<file path="config.mk">
export PLATFORM = sky130hd
export DESIGN_NAME = horizontal_box_blur_unit
export DESIGN_NICKNAME = d
export VERILOG_FILES = /design/src/sv/hbb_pkg.sv /design/src/sv/hbb_div_cell.sv /design/src/sv/hbb_pix_line.sv /design/src/sv/horizontal_box_blur_unit.sv
export VERILOG_INCLUDE_DIRS = /design/src /design/src/sv
export SDC_FILE = /design/constraint.sdc
export NUM_CORES = 2
export LEC_CHECK = 0
export BUFFER_PORTS_ARGS = -buffer_cell sky130_fd_sc_hd__buf_4
export CAP_MARGIN = 20
export CORE_ASPECT_RATIO = 1.1
export CORE_UTILIZATION = 57
export DETAILED_ROUTE_END_ITERATION = 8
export HOLD_SLACK_MARGIN = 0.1
export PLACE_DENSITY_LB_ADDON = 0.05
export SETUP_SLACK_MARGIN = 0.4
export SLEW_MARGIN = 20
export SYNTH_ARGS = -nofsm -noshare
export SYNTH_HDL_FRONTEND = slang
export SYNTH_SLANG_ARGS = --single-unit
export TNS_END_PERCENT = 30
</file>
<file path="constraint.sdc">
create_clock -name clk -period 27.9 [get_ports clk]
set_input_delay 8.37 -clock clk [delete_from_list [all_inputs] [get_ports clk]]
set_output_delay 8.37 -clock clk [all_outputs]
set_load 0.01 [all_outputs]
</file>
<file path="src/sv/horizontal_box_blur_unit_assert.svh">
// Assertion macros shared by the horizontal box blur unit
`ifndef HORIZONTAL_BOX_BLUR_UNIT_ASSERT_SVH
`define HORIZONTAL_BOX_BLUR_UNIT_ASSERT_SVH
`ifndef ASSERT_OFF
// Property checked on every rising clk edge outside reset
`define HBB_ASSERT(lbl, prop, msg) \
  lbl: assert property (@(posedge clk) disable iff (!rst_n) prop) else $error(msg);
// Condition that must never be seen outside reset
`define HBB_NEVER(lbl, cond, msg) \
  lbl: assert property (@(posedge clk) disable iff (!rst_n) !(cond)) else $error(msg);
`else
`define HBB_ASSERT(lbl, prop, msg)
`define HBB_NEVER(lbl, cond, msg)
`endif
`endif

</file>
<file path="src/sv/hbb_pkg.sv">
// Types and constants of the horizontal box blur unit
package hbb_pkg;

  localparam int MAX_RADIUS = 15;
  localparam int MAX_WIDTH  = 1024;
  localparam int RING_DEPTH = 2 * MAX_RADIUS + 1;

  localparam int NUM_CH   = 3;
  localparam int CH_RED   = 2;
  localparam int CH_GREEN = 1;
  localparam int CH_BLUE  = 0;

  localparam int CH_W      = 8;
  localparam int QUO_W     = CH_W;
  localparam int CH_MAX    = (1 << CH_W) - 1;
  localparam int SUM_W     = $clog2(RING_DEPTH * CH_MAX + 1);
  localparam int CNT_W     = $clog2(RING_DEPTH + 1);
  localparam int DSH_W     = CNT_W + QUO_W - 1;
  localparam int TAP_W     = $clog2(RING_DEPTH);
  localparam int COL_W     = $clog2(MAX_WIDTH);
  localparam int RAD_W     = 4;
  localparam int DIV_STAGES = QUO_W;

  localparam int CFG_IDX_W  = 1;
  localparam int CFG_DATA_W = 11;

  localparam logic [RAD_W-1:0]      RADIUS_RST    = RAD_W'(1);
  localparam logic [CFG_DATA_W-1:0] ROW_WIDTH_RST = CFG_DATA_W'(320);

  typedef enum logic [CFG_IDX_W-1:0] {
    CFG_RADIUS    = 1'b0,
    CFG_ROW_WIDTH = 1'b1
  } cfg_reg_t;

  // Channel 2 is red, 1 green, 0 blue
  typedef logic [NUM_CH-1:0][CH_W-1:0] pixel_t;

  // Beat handed along the divider chain
  typedef struct packed {
    logic [NUM_CH-1:0][SUM_W-1:0] rem;
    logic [DSH_W-1:0]             dsh;
    logic [NUM_CH-1:0][QUO_W-1:0] quo;
    logic                         row_done;
    logic                         burst_last;
  } div_data_t;

endpackage

</file>
<file path="src/sv/hbb_div_cell.sv">
// One restoring-division cell: resolves one quotient bit for all three channels
module hbb_div_cell (
  input  logic               clk,
  input  logic               rst_n,
  input  logic               adv,
  input  logic               in_valid,
  input  hbb_pkg::div_data_t in_data,
  output logic               out_valid,
  output hbb_pkg::div_data_t out_data
);
  import hbb_pkg::*;

  logic      valid_r;
  div_data_t data_r;
  div_data_t data_nxt;

  always_comb begin
    data_nxt = in_data;
    for (int ch = 0; ch < NUM_CH; ch++) begin
      if (in_data.rem[ch] >= SUM_W'(in_data.dsh)) begin
        data_nxt.rem[ch] = in_data.rem[ch] - SUM_W'(in_data.dsh);
        data_nxt.quo[ch] = {in_data.quo[ch][QUO_W-2:0], 1'b1};
      end else begin
        data_nxt.quo[ch] = {in_data.quo[ch][QUO_W-2:0], 1'b0};
      end
    end
    data_nxt.dsh = in_data.dsh >> 1;
  end

  always_ff @(posedge clk) begin
    if (!rst_n) begin
      valid_r <= 1'b0;
    end else if (adv) begin
      valid_r <= in_valid;
    end
  end

  always_ff @(posedge clk) begin
    if (adv) begin
      data_r <= data_nxt;
    end
  end

  assign out_valid = valid_r;
  assign out_data  = data_r;

endmodule

</file>
<file path="src/sv/hbb_pix_line.sv">
// Pixel shift line with one selectable tap
module hbb_pix_line (
  input  logic                      clk,
  input  logic                      shift_en,
  input  hbb_pkg::pixel_t           pix_in,
  input  logic [hbb_pkg::TAP_W-1:0] tap_sel,
  output hbb_pkg::pixel_t           tap_out
);
  import hbb_pkg::*;

  pixel_t line_r [RING_DEPTH];

  always_ff @(posedge clk) begin
    if (shift_en) begin
      line_r[0] <= pix_in;
      for (int i = 1; i < RING_DEPTH; i++) begin
        line_r[i] <= line_r[i-1];
      end
    end
  end

  assign tap_out = line_r[tap_sel];

endmodule

</file>
<file path="src/sv/horizontal_box_blur_unit.sv">
// Horizontal box blur: running channel sums, pixel shift line, divider chain
//
// Input beats carry one RGB pixel each, row by row, rows of row_width pixels.
// Each output beat is the truncated per-channel average of the input pixels
// of the same row within radius columns of its own column; the window is
// clipped at both row ends. Output column x is produced by the input beat of
// column x + radius, and the last pixel of a row also flushes every pending
// output of that row, one per cycle while the output is not stalled, with
// input stalled while it does so. Throughput: one beat per cycle while the
// output is not stalled and no flush runs; the running sums and the
// eight-cell divider chain (one quotient bit per cell) allow this. A result
// passes through every cell register to out_valid. Stall on the output
// while a result is shown freezes the divider chain and stalls the input;
// the result already shown holds until taken. Reset (rst_n low at a clock
// edge) clears radius to 1, row_width to 320, the sums and both columns;
// it needs no clearing pass. A register write restarts the current row.
module horizontal_box_blur_unit (
  input  logic                           clk,
  input  logic                           rst_n,
  input  logic                           cfg_we,
  input  logic [hbb_pkg::CFG_IDX_W-1:0]  cfg_index,
  input  logic [hbb_pkg::CFG_DATA_W-1:0] cfg_wdata,
  input  logic                           in_valid,
  output logic                           in_stall,
  input  logic [hbb_pkg::CH_W-1:0]       in_red_in,
  input  logic [hbb_pkg::CH_W-1:0]       in_green_in,
  input  logic [hbb_pkg::CH_W-1:0]       in_blue_in,
  output logic                           out_valid,
  input  logic                           out_stall,
  output logic [hbb_pkg::CH_W-1:0]       out_red_out,
  output logic [hbb_pkg::CH_W-1:0]       out_green_out,
  output logic [hbb_pkg::CH_W-1:0]       out_blue_out,
  output logic                           out_row_done,
  output logic                           out_burst_last
);
  import hbb_pkg::*;

`include "horizontal_box_blur_unit_assert.svh"

  // Configuration, kept as radius and (effective width - 1)
  logic [RAD_W-1:0] radius_r, radius_nxt;
  logic [COL_W-1:0] wm1_r, wm1_nxt;

  // Row state
  logic [COL_W-1:0]             in_col_r, in_col_nxt;
  logic [COL_W-1:0]             out_col_r, out_col_nxt;
  logic [NUM_CH-1:0][SUM_W-1:0] sum_r, sum_nxt;
  logic                         flush_r, flush_nxt;

  // Front-end decode
  pixel_t           in_pix;
  pixel_t           line_tap;
  pixel_t           tap_pix;
  logic [TAP_W-1:0] tap_sel;
  logic             adv;
  logic             go_in;
  logic [COL_W-1:0] col;
  logic             last;
  logic [COL_W:0]   x_plus_b;
  logic             x_ge_b;
  logic             cond_in;
  logic             emit;
  logic             row_end;
  logic [COL_W-1:0] hi;
  logic [COL_W-1:0] lo;
  logic [COL_W-1:0] span;
  logic [CNT_W-1:0] cnt;
  logic [NUM_CH-1:0][SUM_W-1:0] sum_pre;
  div_data_t        issue_data;

  // Divider chain taps: stage 0 is the issue point, the last is the output
  logic      stage_valid [DIV_STAGES+1];
  div_data_t stage_data  [DIV_STAGES+1];

  assign in_pix = {in_red_in, in_green_in, in_blue_in};

  // Advance the chain whenever the output register is free or being taken
  assign adv      = !stage_valid[DIV_STAGES] || !out_stall;
  assign in_stall = flush_r || !adv;
  assign go_in    = in_valid && !in_stall;

  // Clamp the input column to the row, flag the row's last pixel
  assign col  = (in_col_r > wm1_r) ? wm1_r : in_col_r;
  assign last = (col == wm1_r);

  assign x_plus_b = {1'b0, out_col_r} + (COL_W+1)'(radius_r);
  assign x_ge_b   = (out_col_r >= COL_W'(radius_r));
  assign cond_in  = (out_col_r <= wm1_r) && (last || (x_plus_b <= {1'b0, col}));
  assign emit     = (go_in && cond_in) || (flush_r && adv);
  assign row_end  = emit && (out_col_r == wm1_r);

  // Clipped window bounds and pixel count
  assign hi   = (x_plus_b > {1'b0, wm1_r}) ? wm1_r : x_plus_b[COL_W-1:0];
  assign lo   = x_ge_b ? (out_col_r - COL_W'(radius_r)) : '0;
  assign span = hi - lo;
  assign cnt  = span[CNT_W-1:0] + CNT_W'(1);

  // The pixel leaving the window sits 2*radius back in the line, counted
  // before this cycle's shift; with zero radius it is the incoming pixel
  assign tap_sel = (radius_r == '0) ? '0 : (TAP_W'({radius_r, 1'b0}) - TAP_W'(1));
  assign tap_pix = (radius_r == '0) ? in_pix : line_tap;

  hbb_pix_line u_pix_line (
    .clk      (clk),
    .shift_en (go_in || (flush_r && adv)),
    .pix_in   (in_pix),
    .tap_sel  (tap_sel),
    .tap_out  (line_tap)
  );

  // Running sums: add the new pixel, drop the one leaving the window
  always_comb begin
    for (int ch = 0; ch < NUM_CH; ch++) begin
      sum_pre[ch] = sum_r[ch] + (go_in ? SUM_W'(in_pix[ch]) : '0);
      if (cfg_we || row_end) begin
        sum_nxt[ch] = '0;
      end else if (emit && x_ge_b) begin
        sum_nxt[ch] = sum_pre[ch] - SUM_W'(tap_pix[ch]);
      end else begin
        sum_nxt[ch] = sum_pre[ch];
      end
    end
  end

  // Columns and flush flag
  always_comb begin
    if (cfg_we || row_end) begin
      out_col_nxt = '0;
    end else if (emit) begin
      out_col_nxt = out_col_r + COL_W'(1);
    end else begin
      out_col_nxt = out_col_r;
    end

    if (cfg_we) begin
      in_col_nxt = '0;
    end else if (go_in) begin
      in_col_nxt = last ? '0 : (col + COL_W'(1));
    end else begin
      in_col_nxt = in_col_r;
    end

    if (cfg_we || row_end) begin
      flush_nxt = 1'b0;
    end else if (go_in && last) begin
      flush_nxt = 1'b1;
    end else begin
      flush_nxt = flush_r;
    end
  end

  // Register writes; width is clamped to 1..MAX_WIDTH on the way in
  always_comb begin
    radius_nxt = radius_r;
    wm1_nxt    = wm1_r;
    if (cfg_we) begin
      case (cfg_reg_t'(cfg_index))
        CFG_RADIUS: begin
          radius_nxt = cfg_wdata[RAD_W-1:0];
        end
        CFG_ROW_WIDTH: begin
          if (cfg_wdata == '0) begin
            wm1_nxt = '0;
          end else if (cfg_wdata > CFG_DATA_W'(MAX_WIDTH)) begin
            wm1_nxt = COL_W'(MAX_WIDTH - 1);
          end else begin
            wm1_nxt = COL_W'(cfg_wdata - CFG_DATA_W'(1));
          end
        end
        default: begin
          radius_nxt = radius_r;
        end
      endcase
    end
  end

  always_ff @(posedge clk) begin
    if (!rst_n) begin
      radius_r  <= RADIUS_RST;
      wm1_r     <= COL_W'(ROW_WIDTH_RST - CFG_DATA_W'(1));
      in_col_r  <= '0;
      out_col_r <= '0;
      sum_r     <= '0;
      flush_r   <= 1'b0;
    end else begin
      radius_r  <= radius_nxt;
      wm1_r     <= wm1_nxt;
      in_col_r  <= in_col_nxt;
      out_col_r <= out_col_nxt;
      sum_r     <= sum_nxt;
      flush_r   <= flush_nxt;
    end
  end

  // Issue one beat into the divider chain per emitted output column
  always_comb begin
    issue_data.rem        = sum_pre;
    issue_data.dsh        = DSH_W'(cnt) << (QUO_W - 1);
    issue_data.quo        = '0;
    issue_data.row_done   = (out_col_r == wm1_r);
    issue_data.burst_last = (out_col_r == wm1_r) || (!flush_r && !last);
  end

  assign stage_valid[0] = emit;
  assign stage_data[0]  = issue_data;

  for (genvar i = 0; i < DIV_STAGES; i++) begin : g_div
    hbb_div_cell u_cell (
      .clk       (clk),
      .rst_n     (rst_n),
      .adv       (adv),
      .in_valid  (stage_valid[i]),
      .in_data   (stage_data[i]),
      .out_valid (stage_valid[i+1]),
      .out_data  (stage_data[i+1])
    );
  end

  // The last cell's register is the output register
  assign out_valid      = stage_valid[DIV_STAGES];
  assign out_red_out    = stage_data[DIV_STAGES].quo[CH_RED];
  assign out_green_out  = stage_data[DIV_STAGES].quo[CH_GREEN];
  assign out_blue_out   = stage_data[DIV_STAGES].quo[CH_BLUE];
  assign out_row_done   = stage_data[DIV_STAGES].row_done;
  assign out_burst_last = stage_data[DIV_STAGES].burst_last;

  `HBB_NEVER(a_in_col_in_row, in_col_r > wm1_r, "input column beyond row end")
  `HBB_NEVER(a_out_lags_in, !flush_r && (out_col_r > in_col_r), "output column ahead of input")
  `HBB_ASSERT(a_row_start_clean, (!flush_r && in_col_r == '0) |-> (sum_r == '0), "sums not cleared at row start")
  `HBB_ASSERT(a_flush_ends, (flush_r && adv && out_col_r == wm1_r) |=> !flush_r, "flush did not end at row end")

endmodule
</file>
==> flow_metrics.py <==
metrics = {
    "synthesis": {
        "synth.distinct_cells": 87,
        "yosysMostFrequentCell": "edfxtp_1",
        "syn_nets": 4069,
        "synth_top_area_share_pct": 65.1,
        "ys_top_cells_by_area": "edfxtp_1 (65%), ha_1 (5.2%), dfxtp_1 (3.0%)",
        "synth_common_cells": "edfxtp_1 (1176), nor2_1 (275), ha_1 (227), nand2_1 (217), a21oi_1 (215)",
        "synthArstFlopShare_pct": 0,
        "synth-edff-count": 1176,
        "synth_warnings": 0,
        "yosysSeqAreaShare_pct": 68.1,
        "synth-seq-cells": 1258,
        "yosys.area.top_type": "edfxtp_1",
        "synth.avg_cell_area_sq_um": 14.4,
        "synth_ff_type": "edfxtp_1",
        "syn_area_sq_um": 54300,
        "netlist_instances": 3771,
    },
    "critical_path": {
        "crit_buf_inv": 3,
        "worstSetupPathType": "in -> out",
        "worstPathRequired_ns": 19.53,
        "crit_path_max_incr_delay_ns": 0.40,
        "path_cells": "buf_4, and2_1, nor2_2, inv_1, buf_4",
        "startpoint_type": "input pin",
        "cp_slowest_cell": "and2_1",
        "rr_worst_depth": 32,
        "r2r_end": "g_div[0].u_cell.out_data[62]",
        "reg2reg_from": "radius_r[2]",
        "reg2reg_slack_ns": 19.62,
        "worst_ep_arrival_time_ns": 9.13,
        "critPathMostFrequentCell": "buf_4",
        "critPathCaptureType": "output port",
        "crit_family": "simple AND/OR/NAND/NOR gates",
        "path_max_fanout": 9,
    },
    "clocking": {
        "root_buffer": "clkbuf_16",
        "htreeDepth": 3,
        "clock-sinks": 1258,
        "cts_made_buffers": 120,
        "clk_latency_ns": 0.73,
        "path_clk_slew_ns": 0.06,
        "postCtsHoldBufs": 0,
        "ctsResizeCount": 0,
        "cts_tree": "built",
        "postCtsSetupBuffers": 0,
        "cts_buffer_depth": 3,
    },
    "flow_run": {
        "max_cap_viol_count": 0,
    },
    "grt": {
        "grt_use_met2_pct": 37.5,
        "grt_max_degree": 193,
        "use_met3_pct": 2.97,
        "met1_usage_pct": 30.9,
        "grtUsageTotal_pct": 22.6,
        "grt.overflow.total": 0,
        "busiest_layer": "met2",
        "grt_pass1_vias": 30800,
        "grt_pass1_wl_mm": 170,
        "antenna_found_initial": 0,
    },
    "floorplan": {
        "die_w_um": 296,
        "die_h_um": 326,
        "rows": 118,
        "core_sq_um": 94200,
        "initial_core_util_pct": 57.6,
        "ioPinCount": 69,
        "dieArea_sq_um": 96500,
    },
    "finish": {
        "regArea_sq_um": 37000,
        "postLayoutCellArea_sq_um": 60200,
        "syn2layout_area_growth_pct": 10.9,
        "multi_input_area_sq_um": 16300,
        "utilization_pct": 63.9,
        "fillers": 6893,
        "drive_gt1_share_pct": 9.63,
        "num-nets-final": 4172,
        "n_antenna_cell": 0,
    },
    "route": {
        "drt_first_iter_violations": 2221,
        "vias_per_cell": 5.81,
        "ant_nets": 0,
        "dr.pass1.iters": 5,
        "drc": 0,
        "wl_mm": 108,
        "num_vias": 30400,
        "wl_per_cell_um": 20.6,
    },
    "power_and_ir_drop": {
        "p_comb_share_pct": 25.9,
        "power_density_nw_per_um2": 96.7,
        "pwr-share-seq_pct": 46.4,
        "p_clk_share_pct": 27.7,
        "power.switching_w": 0.00175,
        "p_int_w": 0.00408,
        "ir_worst_vdd_mv": 0.0623,
        "power.leakage_nw": 23.1,
        "switching_share_pct": 30.0,
    },
    "status": {
        "status": "completed",
    },
    "worst_hold_path": {
        "holdPathEnd": "g_div[6].u_cell.out_data[22]",
        "worst_hold_path_type": "reg -> reg",
        "hold_depth": 0,
        "hold_start": "g_div[5].u_cell.out_data[21]",
    },
    "timing": {
        "hold_viol_final": 0,
        "tightest_slew_ns": 1.03,
        "fin_crit_sh_pct": 62.7,
        "fin_setup_tns_ns": 0,
        "fmax_mhz": 57.1,
        "maxSlewHeadroom_pct": 31.3,
        "rsz0062_at_grt": "false",
        "timing.final.ws_setup_ns": 10.40,
        "period_needed_ns": 17.50,
        "setup_viol": 0,
        "finClkSkew_ns": 0.0610,
        "drv_slew": 0,
    },
    "placed_design": {
        "numPortBuffers": 68,
        "hpwlAfterDp_mm": 70.2,
        "placed_cell_area_sq_um": 56300,
        "place_ws_ns": 10.39,
        "gp_congestion": 0.886,
    },
}
==> worst max path at each step <==
stage | start | end | cells past startpoint
after detailed placement | out_stall | in_stall | 5
after global placement | out_stall | in_stall | 5
after CTS | out_stall | in_stall | 5
after global routing | out_stall | in_stall | 5
final | out_stall | in_stall | 5
after floorplan | out_stall | u_pix_line.line_r[0][0] | 5
==> power by group through the flow <==
stage | logic, W | clock network, W | registers (W)
global route | 0.00169 | 0.00172 | 0.00274
finish | 0.00151 | 0.00161 | 0.00270
floorplan | 0.00116 | 0 | 0.00268
detailed placement | 0.00150 | 0 | 0.00274
CTS | 0.00152 | 0.00165 | 0.00270
global placement | 0.00144 | 0 | 0.00273
==> cell families (layout without fill, tap and decap cells) <==
family	after synthesis	count (layout)	synth area share (%)
buf+inv	276	484	1.95
mux	146	146	3.77
xor+xnor	223	223	3.63
compound gates	648	648	7.45
simple gates	957	957	8.68
flops	1258	1258	68.1
fa+ha+maj	263	263	6.45
==> worst reg2reg max path: cells and delay by family, from the launching register on <==
family,cells,cell delay (ns)
compound gates,12,2.83
flops,1,0.64
mux,1,0.39
buf+inv,1,0.25
simple gates,10,1.71
xor+xnor,3,0.67
fa+ha+maj,5,1.55
==> registers in the layout, summed over array words and instances, names as in the netlist <==
name and cells:
u_pix_line.line_r 744, g_div.u_cell.out_data 432, sum_r 39, in_col_r 10, out_col_r 10, wm1_r 10
g_div.u_cell.out_valid 8, radius_r 4, flush_r 1
==> stage by stage <==
stage	hold slack (ns)	power [W]	cells
floorplan	0.400	0.00384	3771
global placement	0.400	0.00417	5012
detailed placement	0.405	0.00424	5012
CTS	0.392	0.00587	5239
global route	0.387	0.00615	5239
finish	0.388	0.00582	5239
==> routing by layer <==
metal,wire (um),up-vias,part of all wire (%)
li1,-,14500,-
met1,47300,15100,44
met2,52900,724,49
met3,4720,177,4.4
met4,2910,0,2.7
met5,0,-,0
==> layout make-up <==
cell class | instances | share of cell area (%)
Clock buffer | 147 | 5.26
Clock inverter | 80 | 1.29
Inverter | 162 | 1.03
Multi-Input combinational cell | 2237 | 27.1
Sequential cell | 1258 | 61.4
Tap cell | 1260 | 2.62
Timing Repair Buffer | 95 | 1.27
==> cells in the final DEF (no fill, tap or decap), types with 62 or more instances in the layout <==
master / n
a21oi_1: 215
and3_1: 71
buf_4: 90
clkbuf_16: 121
dfxtp_1: 81
edfxtp_1: 1176
ha_1: 226
inv_1: 159
mux2i_1: 82
nand2_1: 217
nand2b_1: 62
nor2_1: 274
nor3_1: 70
o21ai_0: 167
xnor2_1: 105
xor2_1: 113
(Power assumes the default switching activity.)
